<file path="src/rtl/pngw_pkg.sv">
// Shared constants and types for the PNG chunk header walker.
package pngw_pkg;

  localparam int unsigned SigBytes   = 8;
  localparam int unsigned FieldBytes = 4;

  localparam logic [31:0] IendCode = 32'h49454E44;
  localparam logic [63:0] SigReset = 64'h89504E470D0A1A0A;

  localparam logic KindHeader   = 1'b0;
  localparam logic KindSigError = 1'b1;

  typedef struct packed {
    logic        hit;
    logic        kind;
    logic [31:0] length;
    logic [31:0] ctype;
    logic        is_end;
  } pngw_res_t;

endpackage

</file>
<file path="src/rtl/pngw_if.sv">
// Valid/ready channel interfaces for the PNG chunk header walker.
interface pngw_in_if;
  logic       valid;
  logic       ready;
  logic [7:0] data_byte;
  logic       end_of_file;

  modport source (output valid, output data_byte, output end_of_file, input ready);
  modport sink (input valid, input data_byte, input end_of_file, output ready);
endinterface

interface pngw_out_if;
  logic        valid;
  logic        ready;
  logic        result_kind;
  logic [31:0] chunk_length;
  logic [31:0] chunk_type;
  logic        is_end_chunk;

  modport source (output valid, output result_kind, output chunk_length,
                  output chunk_type, output is_end_chunk, input ready);
  modport sink (input valid, input result_kind, input chunk_length,
                input chunk_type, input is_end_chunk, output ready);
endinterface

interface pngw_cfg_if;
  logic        valid;
  logic        ready;
  logic [63:0] expected_signature;

  modport source (output valid, output expected_signature, input ready);
  modport sink (input valid, input expected_signature, output ready);
endinterface

</file>
<file path="src/rtl/pngw_walker.sv">
// Chunk walk state and per-byte next-state and result logic.
module pngw_walker (
  input  logic                clk_i,
  input  logic                rst_ni,
  input  logic                step_i,
  input  logic [7:0]          byte_i,
  input  logic                eof_i,
  input  logic [63:0]         sig_i,
  output pngw_pkg::pngw_res_t res_o
);
  import pngw_pkg::*;

  typedef enum logic [2:0] {
    PhSig    = 3'd0,
    PhLen    = 3'd1,
    PhType   = 3'd2,
    PhData   = 3'd3,
    PhCrc    = 3'd4,
    PhIgnore = 3'd5
  } phase_e;

  localparam logic [31:0] FieldLast = 32'(FieldBytes - 1);
  localparam logic [2:0]  SigLast   = 3'(SigBytes - 1);

  phase_e      phase_q, phase_d;
  logic [31:0] cnt_q, cnt_d;
  logic [31:0] len_q, len_d;
  logic [31:0] type_q, type_d;
  logic [31:0] type_nx;
  logic [5:0]  sig_sh;
  logic [7:0]  want;
  pngw_res_t   res;

  assign sig_sh  = {SigLast - cnt_q[2:0], 3'b000};
  assign want    = 8'(sig_i >> sig_sh);
  assign type_nx = {type_q[23:0], byte_i};

  always_comb begin
    phase_d = phase_q;
    cnt_d   = cnt_q;
    len_d   = len_q;
    type_d  = type_q;
    res     = '0;
    case (phase_q)
      PhSig: begin
        if (byte_i != want) begin
          res.hit  = 1'b1;
          res.kind = KindSigError;
          phase_d  = PhIgnore;
          cnt_d    = '0;
        end else if (cnt_q[2:0] == SigLast) begin
          phase_d = PhLen;
          cnt_d   = '0;
          len_d   = '0;
        end else begin
          cnt_d = cnt_q + 32'd1;
        end
      end
      PhLen: begin
        len_d = {len_q[23:0], byte_i};
        if (cnt_q == FieldLast) begin
          phase_d = PhType;
          cnt_d   = '0;
          type_d  = '0;
        end else begin
          cnt_d = cnt_q + 32'd1;
        end
      end
      PhType: begin
        type_d = type_nx;
        if (cnt_q == FieldLast) begin
          res.hit    = 1'b1;
          res.kind   = KindHeader;
          res.length = len_q;
          res.ctype  = type_nx;
          res.is_end = (type_nx == IendCode);
          cnt_d      = '0;
          if (type_nx == IendCode) begin
            phase_d = PhIgnore;
          end else if (len_q == '0) begin
            phase_d = PhCrc;
          end else begin
            phase_d = PhData;
          end
        end else begin
          cnt_d = cnt_q + 32'd1;
        end
      end
      PhData: begin
        if (cnt_q + 32'd1 == len_q) begin
          phase_d = PhCrc;
          cnt_d   = '0;
        end else begin
          cnt_d = cnt_q + 32'd1;
        end
      end
      PhCrc: begin
        if (cnt_q == FieldLast) begin
          phase_d = PhLen;
          cnt_d   = '0;
          len_d   = '0;
        end else begin
          cnt_d = cnt_q + 32'd1;
        end
      end
      default: begin
      end
    endcase
    if (eof_i) begin
      phase_d = PhSig;
      cnt_d   = '0;
      len_d   = '0;
      type_d  = '0;
    end
  end

  assign res_o = res;

  always_ff @(posedge clk_i or negedge rst_ni) begin
    if (!rst_ni) begin
      phase_q <= PhSig;
      cnt_q   <= '0;
      len_q   <= '0;
      type_q  <= '0;
    end else if (step_i) begin
      phase_q <= phase_d;
      cnt_q   <= cnt_d;
      len_q   <= len_d;
      type_q  <= type_d;
    end
  end

endmodule

</file>
<file path="src/rtl/png_chunk_header_walker_top.sv">
// Top level of the PNG chunk header walker: channel registers and config.
//
// Channel  Dir  Payload                                             Accepted when
// in_ch    in   data_byte[7:0], end_of_file                         valid & ready
// out_ch   out  result_kind, chunk_length, chunk_type, is_end_chunk  valid & ready
// cfg_ch   in   expected_signature[63:0]                            valid & ready
//
// One byte per cycle sustained while out_ch is not stalled. A byte is held in the
// input register, then the walker updates its state and loads the result register.
// Reset restores the default signature and the signature phase.
// A stalled result stalls the input register and the walker; cfg_ch is always ready.
module png_chunk_header_walker_top (
  input  logic clk_i,
  input  logic rst_ni,
  pngw_in_if.sink    in_ch,
  pngw_out_if.source out_ch,
  pngw_cfg_if.sink   cfg_ch
);
  import pngw_pkg::*;

  logic        sig_we;
  logic [63:0] sig_q;
  logic        in_vld_q;
  logic [7:0]  in_byte_q;
  logic        in_eof_q;
  logic        adv;
  pngw_res_t   res;
  logic        out_vld_q;
  logic        out_kind_q;
  logic [31:0] out_len_q;
  logic [31:0] out_type_q;
  logic        out_end_q;

  assign adv          = in_vld_q && (!out_vld_q || out_ch.ready);
  assign in_ch.ready  = !in_vld_q || adv;
  assign cfg_ch.ready = 1'b1;
  assign sig_we       = cfg_ch.valid;

  always_ff @(posedge clk_i or negedge rst_ni) begin
    if (!rst_ni) begin
      sig_q <= SigReset;
    end else if (sig_we) begin
      sig_q <= cfg_ch.expected_signature;
    end
  end

  always_ff @(posedge clk_i or negedge rst_ni) begin
    if (!rst_ni) begin
      in_vld_q <= 1'b0;
    end else if (in_ch.ready) begin
      in_vld_q <= in_ch.valid;
    end
  end

  always_ff @(posedge clk_i) begin
    if (in_ch.valid && in_ch.ready) begin
      in_byte_q <= in_ch.data_byte;
      in_eof_q  <= in_ch.end_of_file;
    end
  end

  pngw_walker u_walker (
    .clk_i  (clk_i),
    .rst_ni (rst_ni),
    .step_i (adv),
    .byte_i (in_byte_q),
    .eof_i  (in_eof_q),
    .sig_i  (sig_q),
    .res_o  (res)
  );

  always_ff @(posedge clk_i or negedge rst_ni) begin
    if (!rst_ni) begin
      out_vld_q <= 1'b0;
    end else if (adv) begin
      out_vld_q <= res.hit;
    end else if (out_ch.ready) begin
      out_vld_q <= 1'b0;
    end
  end

  always_ff @(posedge clk_i) begin
    if (adv && res.hit) begin
      out_kind_q <= res.kind;
      out_len_q  <= res.length;
      out_type_q <= res.ctype;
      out_end_q  <= res.is_end;
    end
  end

  assign out_ch.valid        = out_vld_q;
  assign out_ch.result_kind  = out_kind_q;
  assign out_ch.chunk_length = out_len_q;
  assign out_ch.chunk_type   = out_type_q;
  assign out_ch.is_end_chunk = out_end_q;

endmodule
</file>
<file path="src/flat_wrapper.sv">
// flat-port wrapper written by rule: the top's interface ports become plain ports
module png_chunk_header_walker_top_flat import pngw_pkg::*;
  (clk_i, rst_ni, in_ch_valid, in_ch_data_byte, in_ch_end_of_file, in_ch_ready, out_ch_valid, out_ch_result_kind, out_ch_chunk_length, out_ch_chunk_type, out_ch_is_end_chunk, out_ch_ready, cfg_ch_valid, cfg_ch_expected_signature, cfg_ch_ready);
  pngw_in_if in_ch_i ();
  pngw_out_if out_ch_i ();
  pngw_cfg_if cfg_ch_i ();
  input  logic clk_i;
  input  logic rst_ni;
  input wire logic [$bits(in_ch_i.valid)-1:0] in_ch_valid;
  input wire logic [$bits(in_ch_i.data_byte)-1:0] in_ch_data_byte;
  input wire logic [$bits(in_ch_i.end_of_file)-1:0] in_ch_end_of_file;
  output wire logic [$bits(in_ch_i.ready)-1:0] in_ch_ready;
  output wire logic [$bits(out_ch_i.valid)-1:0] out_ch_valid;
  output wire logic [$bits(out_ch_i.result_kind)-1:0] out_ch_result_kind;
  output wire logic [$bits(out_ch_i.chunk_length)-1:0] out_ch_chunk_length;
  output wire logic [$bits(out_ch_i.chunk_type)-1:0] out_ch_chunk_type;
  output wire logic [$bits(out_ch_i.is_end_chunk)-1:0] out_ch_is_end_chunk;
  input wire logic [$bits(out_ch_i.ready)-1:0] out_ch_ready;
  input wire logic [$bits(cfg_ch_i.valid)-1:0] cfg_ch_valid;
  input wire logic [$bits(cfg_ch_i.expected_signature)-1:0] cfg_ch_expected_signature;
  output wire logic [$bits(cfg_ch_i.ready)-1:0] cfg_ch_ready;
  assign in_ch_i.valid = in_ch_valid;
  assign in_ch_i.data_byte = in_ch_data_byte;
  assign in_ch_i.end_of_file = in_ch_end_of_file;
  assign in_ch_ready = in_ch_i.ready;
  assign out_ch_valid = out_ch_i.valid;
  assign out_ch_result_kind = out_ch_i.result_kind;
  assign out_ch_chunk_length = out_ch_i.chunk_length;
  assign out_ch_chunk_type = out_ch_i.chunk_type;
  assign out_ch_is_end_chunk = out_ch_i.is_end_chunk;
  assign out_ch_i.ready = out_ch_ready;
  assign cfg_ch_i.valid = cfg_ch_valid;
  assign cfg_ch_i.expected_signature = cfg_ch_expected_signature;
  assign cfg_ch_ready = cfg_ch_i.ready;
  png_chunk_header_walker_top u_core (.clk_i(clk_i), .rst_ni(rst_ni), .in_ch(in_ch_i), .out_ch(out_ch_i), .cfg_ch(cfg_ch_i));
endmodule
</file>
<file path="config.mk">
export PLATFORM = sky130hd
export DESIGN_NAME = png_chunk_header_walker_top_flat
export DESIGN_NICKNAME = d
export VERILOG_FILES = /design/src/rtl/pngw_pkg.sv /design/src/rtl/pngw_if.sv /design/src/rtl/pngw_walker.sv /design/src/rtl/png_chunk_header_walker_top.sv /design/src/flat_wrapper.sv
export SDC_FILE = /design/constraint.sdc
export NUM_CORES = 1
export LEC_CHECK = 0
export BUFFER_PORTS_ARGS = -buffer_cell sky130_fd_sc_hd__buf_2
export CAP_MARGIN = 10
export CORE_ASPECT_RATIO = 0.7
export CORE_MARGIN = 4
export CORE_UTILIZATION = 52
export DETAILED_ROUTE_END_ITERATION = 10
export MAX_ROUTING_LAYER = met4
export PLACE_DENSITY = 0.74
export REMOVE_ABC_BUFFERS = 1
export SETUP_SLACK_MARGIN = 0.1
export SLEW_MARGIN = 20
export SYNTH_ARGS = -nofsm -noshare
export SYNTH_HDL_FRONTEND = slang
export SYNTH_SLANG_ARGS = --single-unit
</file>
<file path="constraint.sdc">
create_clock -name clk_i -period 11.4 [get_ports clk_i]
set_clock_uncertainty 0.15 [all_clocks]
set_input_delay 0.57 -clock clk_i [delete_from_list [all_inputs] [get_ports clk_i]]
set_output_delay 0.57 -clock clk_i [all_outputs]
set_load 0.01 [all_outputs]
</file>
After elaboration in Yosys (flattened, before gate mapping)

Cells that the tools add are included.

Flip-flop bits (word level): 232
Input bits: 78
Output and inout bits: 69
Word-level logic and storage cells: 80

Add/subtract/negate cells: 2
Equal/unequal tests: 16
Shifts and indexed selects: 1
Muxes and demuxes: 28
Reductions and logical operators: 20

Operator list:

| kind                                                                    | number |
|---|---|
| 32-bit two-way mux                                                      | 9 |
| 32-bit one-hot mux with 3 select lines                                  | 2 |
| 67-bit two-way mux                                                      | 1 |
| 64-bit by 6-bit right shift with 8-bit output                           | 1 |
| 24-bit one-hot mux with 2 select lines                                  | 1 |
| 32-bit by 1-bit adder with 32-bit output, second input constant         | 1 |
| 32-bit by 2-bit equality test with 1-bit output, second input constant  | 1 |
| 32-bit by 31-bit equality test with 1-bit output, second input constant | 1 |
| 32-bit equality test                                                    | 1 |
| 32-bit logical NOT                                                      | 1 |
| 3-bit two-way mux                                                       | 9 |
| 24-bit two-way mux                                                      | 1 |
| 3-bit by 2-bit inequality test with 1-bit output, second input constant | 6 |
| 3-bit one-hot mux with 5 select lines                                   | 1 |
| 8-bit inequality test                                                   | 1 |
| 4-bit nonzero test                                                      | 2 |
| 7-bit AND reduction                                                     | 1 |
| 3-bit by 2-bit equality test with 1-bit output, second input constant   | 2 |
| 3-bit equality test, second input constant                              | 2 |
| 6-bit nonzero test                                                      | 1 |
| 5-bit AND reduction                                                     | 1 |
| 4-bit by 3-bit inequality test with 1-bit output, second input constant | 1 |
| 2-bit one-hot mux with 2 select lines                                   | 1 |
| 2-bit AND reduction                                                     | 2 |
| 12 further kinds                                                        | 17 |

Depth between registers and ports, before layout

Gate-level depths: netlist (run 1).

Depth after elaboration: 6
Depth in mapped cells: 13
Depth with buffers taken out: 11

By module

Synthesis (run 1) repeated with hierarchy kept, for this count alone.

Cells, all modules: 1038
Area, all modules: 11835.1 µm²

By module, submodules not included:

| module                      | times used | cells each | area each (µm²) |
|---|---|---|---|
| pngw_walker                 | 1          | 816        | 6767.7 |
| png_chunk_header_walker_top | 1          | 222        | 5067.4 |

Worst setup path after synthesis (run 1)

No wires, ideal clock.

Kind: register -> register
From: register u_core.u_walker.cnt_q[2]
To: register u_core.out_len_q[0], in the netlist u_core.out_ch.chunk_length[0] (enable)
Setup time: 420 ps
Arrival time: 3375 ps
Data required time: 10830 ps
Slack: 7455 ps
Stages on the path, launching flop included: 11
Buffers on the path: 2
Cell sequence: dfrtp_1 -> buf_2 -> clkbuf_1 -> mux4_2 -> mux2_2 -> xnor2_1 -> o21ai_1 -> nor4_4 -> nor4_1 -> o21ai_0 -> inv_1

Cells in the longest elaborated chain, start to end: 6

RTL lines:

| what                                          | RTL line                          | text |
|---|---|---|
| start: declaration                            | pngw_walker.sv:26                 | `logic [31:0] cnt_q, cnt_d;` |
| start signal: assignment                      | pngw_walker.sv:127                | `cnt_q <= cnt_d;` |
| 3-bit subtractor                              | pngw_walker.sv:34                 | `assign sig_sh = {SigLast - cnt_q[2:0], 3'b000};` |
| 64-bit by 6-bit right shift with 8-bit output | pngw_walker.sv:35                 | `assign want = 8'(sig_i >> sig_sh);` |
| 8-bit inequality test                         | pngw_walker.sv:46                 | `if (byte_i != want) begin` |
| 2-bit two-way mux                             | pngw_walker.sv:46                 |  |
| 2-bit one-hot mux with 2 select lines (*)     | pngw_walker.sv:44                 | `case (phase_q)` |
| 1-bit logical AND (*)                         | png_chunk_header_walker_top.sv:83 | `if (adv && res.hit) begin` |
| end signal: assignment                        | png_chunk_header_walker_top.sv:85 | `out_len_q <= res.length;` |
| end: declaration                              | png_chunk_header_walker_top.sv:30 | `logic [31:0] out_len_q;` |

Every way passes the cells marked *; elsewhere a longest branch is shown, timed or not.
A chain may end at the register's enable or synchronous reset.

Final worst setup path (run 1)

From: register u_core.u_walker.cnt_q[0]
To: register u_core.u_walker.cnt_q[8]

Cells in the longest elaborated chain, start to end: 6

RTL lines:

| what                                          | RTL line           | text |
|---|---|---|
| 3-bit subtractor                              | pngw_walker.sv:34  |  |
| 64-bit by 6-bit right shift with 8-bit output | pngw_walker.sv:35  |  |
| 8-bit inequality test                         | pngw_walker.sv:46  |  |
| 32-bit two-way mux                            | pngw_walker.sv:46  |  |
| 32-bit one-hot mux with 3 select lines (*)    | pngw_walker.sv:44  |  |
| 32-bit two-way mux (*)                        | pngw_walker.sv:109 | `if (eof_i) begin` |

Marked as above.

==> metrics.txt, run 1 <==
die width 186 um; Max H-tree Level 1; Synth Instances 1026; Synth Register Bits 232; first-pass GRT wire length 43.2 mm; M1 wire length 13.8 mm; switching power 0.734 mW; Fin. Hold Viols 0; layout cells sized above 1 0.272; Core Footprint 21700 um2; slew of the pin with the lowest slew margin 0.919 ns; dpl hpwl 19.0 mm; Total GRT Usage 0.224; Reg-to-Reg Start u_core.u_walker.cnt_q[0]; via/cell ratio 5.92; crit share post-route 0.360; met2 routed WL 10.6 mm; Clock transition at path regs 0.07 ns; initial core utilization 0.529; commonest non-fill, non-tap cells in the layout 144 x buf_2, 133 x dfrtp_1, 113 x nand2_1; most common cell after layout, fill and taps aside buf_2; register area share after synthesis 0.540; Slew Viols, Final 0; Final ANT Viol Nets 0; worst-skew pair later-pin latency 0.51 ns; num rows 45; Die H 132 um; static leakage 5.43 nW; Syn. warnings 0; Power Total 2.32 mW; Post-layout nets 1204; CTS Buf Count 22; area grow syn2layout 13.0%; Sw Share 0.316; Top Layer Used met4; crit path launch type flip-flop; kind of critical path flip-flop to flip-flop; Post-synth EDFFs 75; worst setup path start u_core.u_walker.cnt_q[0]; clk root buf clkbuf_16; RSZ-0062 raised after global routing false; die area 24600 um2; DRT iter0 DRCs 703; metal3 WL 2.34 mm; Comb power frac 0.237; crit-path max FO 45; deepest clock path buffer count 3; internal cell power 1.59 mW; Setup Viol. Count Final 0; drt first pass iters 5; clock network fraction of total power 0.292; ys flop type dfrtp_1; status completed; Synth async-reset ratio 0.677; Post-CTS Setup Bufs 0; VDD IR max 0.140 mV; Critical Path AT 4.34 ns; MaxCap Viol Count 0; CTS tree yes; Flop pwr share 0.470; CTS Hold Bufs 0; multi-input logic area 4930 um2; mean post-synth cell area 11.2 um2; initial antenna violation count 0; Mapped Area 11500 um2; vias in the first global route 7721; PwrDens 179 nW/um2; cts repair resizes 0; Worst Path Required 11.64 ns; CP endpoint kind flip-flop; GR Overflow Total 0; routed wire length 27.1 mm; Vias 8425; n_diodes 0; fmax 244 MHz; Min-Delay Path Class input port to asynchronous set/reset pin; register area 6210 um2; Port Buffers 145; clk sinks 232; Cell variety after synth 72; routability cong. 0.966; Worst slew margin 0.388; largest net degree at the start of global routing 101; fillers 1792; WL/cell 19.1 um; setup tns final 0 ns; io pins 147; drt drc 0; fin crit period 4.10 ns
-- cells by family (layout without fill, tap and decap cells) --
kind of cell | count (synthesis) | after routing | synth area share
AO/OA/AOI/OAI | 148 | 148 | 0.0915
XOR/XNOR | 45 | 45 | 0.0343
adder cells (fa/ha/maj) | 2 | 2 | 0.00218
buffers and inverters | 90 | 204 | 0.0341
flip-flops | 232 | 232 | 0.540
multiplexers | 100 | 100 | 0.0989
other | 1 | 1 | 0.000326
AND/OR/NAND/NOR | 408 | 408 | 0.199
-- routing by layer --
layer,track usage,vias to the layer above
met2,0.277,311
met1,0.377,4135
li1,-,3945
met4,0.0336,0
met3,0.0478,34
met5,-,-
-- final cells by class --
class,count,area share
timing repair buffer,155,0.0621
clock inverter,7,0.00433
clock buffer,33,0.0463
inverter,9,0.00260
multi-input combinational,704,0.379
sequential,232,0.478
tap,282,0.0272
-- worst max-delay path, cell delays in order, from the launching register on --
cell and delay (ns):
dfrtp_2 0.34, buf_4 0.48, ha_1 0.36, nand4_1 0.18
or3_1 0.53, nor4b_2 0.29, o221ai_1 0.15, or4_4 0.54
nor4_4 0.25, a311oi_4 0.14, buf_4 0.29, o211ai_1 0.16
nand3_1 0.10
-- through the flow --
stage | instances | hold WS [ns] | setup slack, ns | area [um2] | util
after floorplan | 945 | 0.124 | 4.77 | 11100 | -
after global placement | 1382 | 0.332 | 7.07 | 12300 | 0.567
after detailed placement | 1382 | 0.336 | 6.97 | 12300 | 0.567
after CTS | 1422 | 0.0473 | 6.98 | 13000 | 0.598
after global routing | 1422 | 0.0692 | 6.98 | 13000 | 0.598
final | 1422 | 0.0171 | 7.30 | 13000 | 0.598
-- sequential cells by signal, indices dropped and copies added, names as in the netlist, 3 cells and up --
signal                      count
u_core.sig_q                   64
u_core.out_ch.chunk_length     32
u_core.out_ch.chunk_type       32
u_core.u_walker.cnt_q          32
u_core.u_walker.len_q          32
u_core.u_walker.type_q         24
u_core.in_byte_q                8
u_core.u_walker.phase_q         3
-- path summary, 6_finish.rpt --
kind	to	slack, ns	cells after the start
worst min-delay path	u_core.u_walker.cnt_q[17]	0.02	1
worst max-delay path	u_core.u_walker.cnt_q[8]	7.30	12
worst min register to register	u_core.u_walker.type_q[20]	0.35	2
worst max register to register	u_core.u_walker.cnt_q[8]	7.30	12
max in group asynchronous	u_core.u_walker.cnt_q[0]	9.73	2
min in group clk_i	u_core.in_byte_q[5]	0.08	1
-- power groups by stage --
stage | Combinational [mW] | Sequential [mW] | Clock [mW]
final | 0.552 | 1.09 | 0.680
after global routing | 0.605 | 1.11 | 0.732
after CTS | 0.556 | 1.09 | 0.697
after detailed placement | 0.555 | 1.11 | 0
after global placement | 0.544 | 1.10 | 0
after floorplan | 0.307 | 1.14 | 0
-- synth_stat cells (13+ instances only) --
cell type	n	area [um2]
mux2i_1	27	270
xnor2_1	25	219
edfxtp_1	75	2250
dfstp_2	23	604
nand4_1	23	144
a22o_1	38	333
mux2_2	69	777
a22oi_1	13	97.6
xor2_1	20	175
a21oi_1	17	85.1
nand3_1	51	255
nor3_1	28	140
clkbuf_1	54	203
and2_1	74	463
nor2_1	21	78.8
nand2_1	113	424
buf_2	19	95.1
o21ai_0	40	200
nor4_1	27	169
dfrtp_1	134	3350
Power figures use the tool's default switching activity.
==> run 2, diff against run 1 <==
==> constraint.sdc (replaced) <==
create_clock -name clk_i -period 4.2 [get_ports clk_i]
set_clock_uncertainty 0.15 [all_clocks]
set_input_delay 0.21 -clock clk_i [delete_from_list [all_inputs] [get_ports clk_i]]
set_output_delay 0.21 -clock clk_i [all_outputs]
set_load 0.01 [all_outputs]
==> metrics.txt, run 2 (synthesis gave the netlist of run 1 again) <==
drt first pass iters 5 (unchanged); routability cong. 0.965 (about the same); worst-skew pair later-pin latency 0.52 ns (about the same); Comb power frac 0.241 (+0.004); status completed; Sw Share 0.308 (-0.00806); fin crit period 3.84 ns (-0.256 ns); switching power 2.04 mW (+180%); crit-path max FO 45 (unchanged); first-pass GRT wire length 48.2 mm (+12%); final worst slack 0.357 ns (-6.94 ns); Clock transition at path regs 0.07 ns (about the same); Critical Path AT 4.09 ns (-0.25 ns); WP buf/inv 1 (-1); routed wire length 31.0 mm (+14%); via/cell ratio 5.92 (-0.13%); io pins 147 (unchanged); Power Total 6.64 mW (+190%); pre-CTS setup slack 0.358 ns (-6.61 ns); RSZ-0062 raised after global routing false; Total GRT Usage 0.252 (+0.0283); die area 24600 um2 (unchanged); Final ANT Viol Nets 0 (unchanged); Worst Path Required 4.45 ns (-7.19 ns); layout cells sized above 1 0.262 (-0.0101); initial antenna violation count 3 (+3); deepest clock path buffer count 3 (unchanged); Setup Viol. Count Final 0 (unchanged); dpl hpwl 20.3 mm (+7.3%); Post-layout nets 1291 (+7.2%); Vias 8941 (+6.1%); crit share post-route 0.915 (+0.555); clk root buf clkbuf_16; Largest delay share family, worst path simple AND/OR/NAND/NOR gates; clock network fraction of total power 0.310 (+0.018); fillers 1699 (-5.2%); Flop pwr share 0.449 (-0.021); static leakage 5.85 nW (+7.8%); Min Hold Slack 0.226 ns (+0.209 ns); drt drc 0 (unchanged); internal cell power 4.59 mW (+190%); kind of critical path flip-flop to flip-flop; Port Buffers 145 (unchanged); die width 186 um (unchanged); commonest non-fill, non-tap cells in the layout 144 x buf_2, 133 x dfrtp_1, 113 x nand2_1; most common cell after layout, fill and taps aside buf_2; multi-input logic area 4930 um2 (-0.10%); Fin. Hold Viols 0 (unchanged); Core Footprint 21700 um2 (unchanged); Biggest register u_core.sig_q; MaxCap Viol Count 0 (unchanged); VDD IR max 0.308 mV (+120%); CTS tree yes; setup tns final 0 ns (unchanged); WL/cell 20.5 um (+7.6%); GR Overflow Total 0 (unchanged); vias in the first global route 8527 (+10%); crit path max-delay cell type dfrtp_1; largest net degree at the start of global routing 101 (unchanged); Worst slew margin 0.356 (-0.0319); Max H-tree Level 1 (unchanged); num rows 45 (unchanged); DRT iter0 DRCs 901 (+28%); Critical Path Max Stage Delay 0.74 ns (+0.20 ns); crit path launch type flip-flop; Slew Viols, Final 0 (unchanged); register area 6210 um2 (unchanged); area grow syn2layout 21.2%; fmax 260 MHz (+6.7%); clk sinks 232 (unchanged); initial core utilization 0.529 (unchanged); CP endpoint kind flip-flop; fin util 0.641 (+0.0434); Min-Delay Path Class input port to flip-flop; Cell Chain, Critical Path nand4_2 > or3_4 > nor3b_2 > a2bb2o_4 > or4_4 > nor4_4 > a311oi_4 > buf_4 > o211ai_1 > nand3_1; PwrDens 476 nW/um2 (+170%); CTS Buf Count 22 (unchanged); number of flip-flops in the largest register 64 (unchanged); slew of the pin with the lowest slew margin 0.967 ns (+0.0478 ns); Die H 132 um (unchanged)
==> run 2: repair_timing <==
action	in CTS	in global routing
setup buffers	0	0
resized for setup	0	0
hold endpoints to repair	161	0
hold buffers	77	0
==> run 2: per-layer routing <==
metal	vias to the layer above	part of all wire	global-route usage
met5	-	0	-
met4	0	0.019	0.0546
met3	43	0.092	0.0442
met2	423	0.43	0.349
met1	4356	0.46	0.390
li1	4119	-	-
==> run 2: path summary, 6_finish.rpt <==
path                                            start                    endpoint  slack (ns)  depth (start not counted)
setup / recovery             u_core.u_walker.cnt_q[2]    u_core.u_walker.cnt_q[8]        0.36                         10
hold / removal                           cfg_ch_valid            u_core.sig_q[29]        0.23                          2
setup reg to reg             u_core.u_walker.cnt_q[2]    u_core.u_walker.cnt_q[8]        0.36                         10
hold reg to reg            u_core.u_walker.type_q[22]  u_core.u_walker.type_q[22]        0.35                          2
max in group asynchronous                      rst_ni            u_core.sig_q[27]        2.63                          3
min in group asynchronous                      rst_ni             u_core.sig_q[0]        0.24                          2
==> run 2: area by class of cell <==
| class | count | area share |
|---|---|---|
| antenna | 3 | 0.000539 |
| timing repair buffer | 242 | 0.120 |
| clock inverter | 8 | 0.00898 |
| inverter | 9 | 0.00242 |
| sequential | 232 | 0.446 |
| multi-input combinational | 704 | 0.353 |
| tap | 282 | 0.0253 |
| clock buffer | 31 | 0.0441 |
==> run 2: per-stage QoR <==
step	std cells	cell area, um2
floorplan	945	11100
global placement	1392	12400
detailed placement	1392	12400
CTS	1508	13900
global route	1511	13900
finish	1511	13900
==> run 2: power by group through the flow <==
| stage | Clock [mW] | Sequential [mW] | Combinational, mW |
|---|---|---|---|
| 6_report | 2.06 | 2.98 | 1.60 |
| 5_1_grt | 2.18 | 3.01 | 1.74 |
| 4_1_cts | 2.09 | 2.97 | 1.59 |
| 3_5_place_dp | 0 | 3.02 | 1.53 |
| 3_3_place_gp | 0 | 3.00 | 1.51 |
| 2_1_floorplan | 0 | 3.09 | 0.833 |
==> run 2: worst reg2reg max path, cell delays in order, from the launching register on <==
cell      delay [ns]
dfrtp_1         0.74
nand4_2         0.36
or3_4           0.45
nor3b_2         0.27
a2bb2o_4        0.23
or4_4           0.54
nor4_4          0.27
a311oi_4        0.14
buf_4           0.30
o211ai_1        0.17
nand3_1         0.11
==> run 3, diff against run 2 <==
--- a/config.mk
+++ b/config.mk
@@ -5,14 +5,14 @@
 export SDC_FILE = /design/constraint.sdc
 export NUM_CORES = 1
 export LEC_CHECK = 0
-export BUFFER_PORTS_ARGS = -buffer_cell sky130_fd_sc_hd__buf_2
 export CAP_MARGIN = 10
 export CORE_ASPECT_RATIO = 0.7
 export CORE_MARGIN = 4
 export CORE_UTILIZATION = 52
 export DETAILED_ROUTE_END_ITERATION = 10
+export DONT_BUFFER_PORTS = 1
 export MAX_ROUTING_LAYER = met4
-export PLACE_DENSITY = 0.74
+export PLACE_DENSITY = 0.68
 export REMOVE_ABC_BUFFERS = 1
 export SETUP_SLACK_MARGIN = 0.1
 export SLEW_MARGIN = 20
==> constraint.sdc (replaced) <==
create_clock -name clk_i -period 4.2 [get_ports clk_i]
set_clock_uncertainty 0.15 [all_clocks]
set_input_delay 0.84 -clock clk_i [delete_from_list [all_inputs] [get_ports clk_i]]
set_output_delay 0.84 -clock clk_i [all_outputs]
set_load 0.01 [all_outputs]
==> metrics.txt, run 3 (synthesis gave the netlist of run 1 again) <==
status completed; MaxCap Viol Count 0 (unchanged); clk root buf clkbuf_16; CP endpoint kind flip-flop; WL/cell 21.5 um (+4.7%); number of flip-flops in the largest register 64 (unchanged); initial antenna violation count 7 (+4); most common cell after layout, fill and taps aside dfrtp_1; Setup Viol. Count Final 0 (unchanged); worst-skew pair later-pin latency 0.53 ns (about the same); fillers 1802 (+6.1%); Clock transition at path regs 0.07 ns (about the same); clock network fraction of total power 0.322 (+0.012); Final ANT Viol Nets 0 (unchanged); layout cells sized above 1 0.172 (-0.0902); Power Total 6.32 mW (-4.8%); drt drc 0 (unchanged); crit path launch type flip-flop; fin crit period 3.85 ns (+0.00489 ns); switching power 1.95 mW (-4.3%); Post-layout nets 1065 (-18%); Comb power frac 0.186 (-0.055); Worst Path Required 4.45 ns (about the same); Sw Share 0.309 (+0.00156); Total GRT Usage 0.228 (-0.0239); Fin. Hold Viols 0 (unchanged); vias in the first global route 7467 (-12%); routed wire length 27.7 mm (-11%); via/cell ratio 6.08 (+2.8%); Flop pwr share 0.492 (+0.043); internal cell power 4.36 mW (-5.0%); Reg-to-Reg Start u_core.u_walker.cnt_q[2]; multi-input logic area 4920 um2 (about the same); Biggest register u_core.sig_q; routability cong. 0.918 (-4.9%); Max H-tree Level 1 (unchanged); commonest non-fill, non-tap cells in the layout 133 x dfrtp_1, 113 x nand2_1, 75 x edfxtp_1; PwrDens 508 nW/um2 (+6.7%); clk sinks 232 (unchanged); crit share post-route 0.916 (+0.00117); crit-path max FO 45 (unchanged); num rows 45 (unchanged); slew of the pin with the lowest slew margin 0.762 ns (-0.205 ns); register area 6210 um2 (unchanged); worst setup path start u_core.u_walker.cnt_q[2]; Worst slew margin 0.492 (+0.136); fmax 260 MHz (-0.13%); RSZ-0062 raised after global routing false; setup tns final 0 ns (unchanged); deepest clock path buffer count 3 (unchanged); static leakage 4.92 nW (-16%); initial core utilization 0.529 (unchanged); VDD IR max 0.333 mV (+8.0%); largest net degree at the start of global routing 135 (+34%); CTS Buf Count 23 (+4.5%); Slew Viols, Final 0 (unchanged); Die H 132 um (unchanged); drt first pass iters 5 (unchanged); CTS tree yes; dpl hpwl 18.7 mm (-8.1%); die width 186 um (unchanged); first-pass GRT wire length 43.6 mm (-9.5%); DRT iter0 DRCs 719 (-20%); Port Buffers 0 (-100%); Vias 7846 (-12%); GR Overflow Total 0 (unchanged); Min-Delay Path Class input port to asynchronous set/reset pin; area grow syn2layout 8.06%; die area 24600 um2 (unchanged); Critical Path AT 4.10 ns (about the same); kind of critical path flip-flop to flip-flop; io pins 147 (unchanged); Core Footprint 21700 um2 (unchanged)
run 3: changes by cell type in the layout (fill, tap and decap cells not counted), moves of 2 or more:
cell | before | now
buf_2 | 144 | 0
buf_4 | 19 | 12
bufinv_16 | 3 | 1
clkbuf_8 | 3 | 5
clkinvlp_4 | 0 | 2
diode_2 | 3 | 6
dlygate4sd3_1 | 77 | 1
run 3: metrics by stage:
step           setup WS (ns)  instances  instance area, um2  utilization  hold slack (ns)
6_report               0.352       1290               12400        0.572           0.0419
5_1_grt                0.124       1290               12400        0.572           0.0147
4_1_cts                0.337       1284               12400        0.571           0.0182
3_5_place_dp           0.355       1240               11600        0.535            0.339
3_3_place_gp           0.428       1240               11600        0.535            0.329
2_1_floorplan          -2.43        945               11100            -            0.305
run 3: critical path: stages, from the launching register on:
cell and delay [ns]:
dfrtp_1 0.74, nand4_2 0.38, or3_4 0.45, nor3b_2 0.27
a2bb2o_4 0.24, or4_4 0.54, nor4_4 0.26, a311oi_4 0.14
buf_4 0.28, o211ai_1 0.16, nand3_1 0.10
run 3: timing repair:
item | 4_1_cts | 5_1_grt
hold buffers | 2 | 0
resized for setup | 0 | 1
endpoints found under the hold margin | 134 | 0
setup endpoints to repair | 0 | 66
setup buffers | 0 | 0
run 3: routing by layer:
metal | GRT usage | wire length [um]
met1 | 0.368 | 13900
met4 | 0.0457 | 439
met2 | 0.278 | 10800
met5 | - | 0
met3 | 0.0714 | 2510
run 3: layout make-up:
cell class	instances	share of cell area
tap	282	0.0284
timing repair buffer	15	0.0112
multi-input combinational	704	0.396
sequential	232	0.500
clock inverter	7	0.00644
inverter	9	0.00272
antenna	6	0.00121
clock buffer	35	0.0540
run 3: final timing paths:
| check | slack [ns] | cells after the start | to |
|---|---|---|---|
| max | 0.35 | 10 | u_core.u_walker.cnt_q[8] |
| min | 0.04 | 0 | u_core.sig_q[9] |
| max reg2reg | 0.35 | 10 | u_core.u_walker.cnt_q[8] |
| min reg2reg | 0.35 | 2 | u_core.u_walker.type_q[22] |
| max in group asynchronous | 3.15 | 1 | u_core.sig_q[50] |
| min in group clk_i | 0.26 | 0 | u_core.in_byte_q[0] |
run 3: power by group through the flow:
| stage | combinational (mW) | sequential [mW] | clock (mW) |
|---|---|---|---|
| 2_1_floorplan | 0.833 | 3.09 | 0 |
| 5_1_grt | 1.30 | 3.15 | 2.17 |
| 4_1_cts | 1.18 | 3.11 | 2.07 |
| 3_3_place_gp | 1.12 | 3.14 | 0 |
| 6_report | 1.18 | 3.10 | 2.03 |
| 3_5_place_dp | 1.14 | 3.15 | 0 |
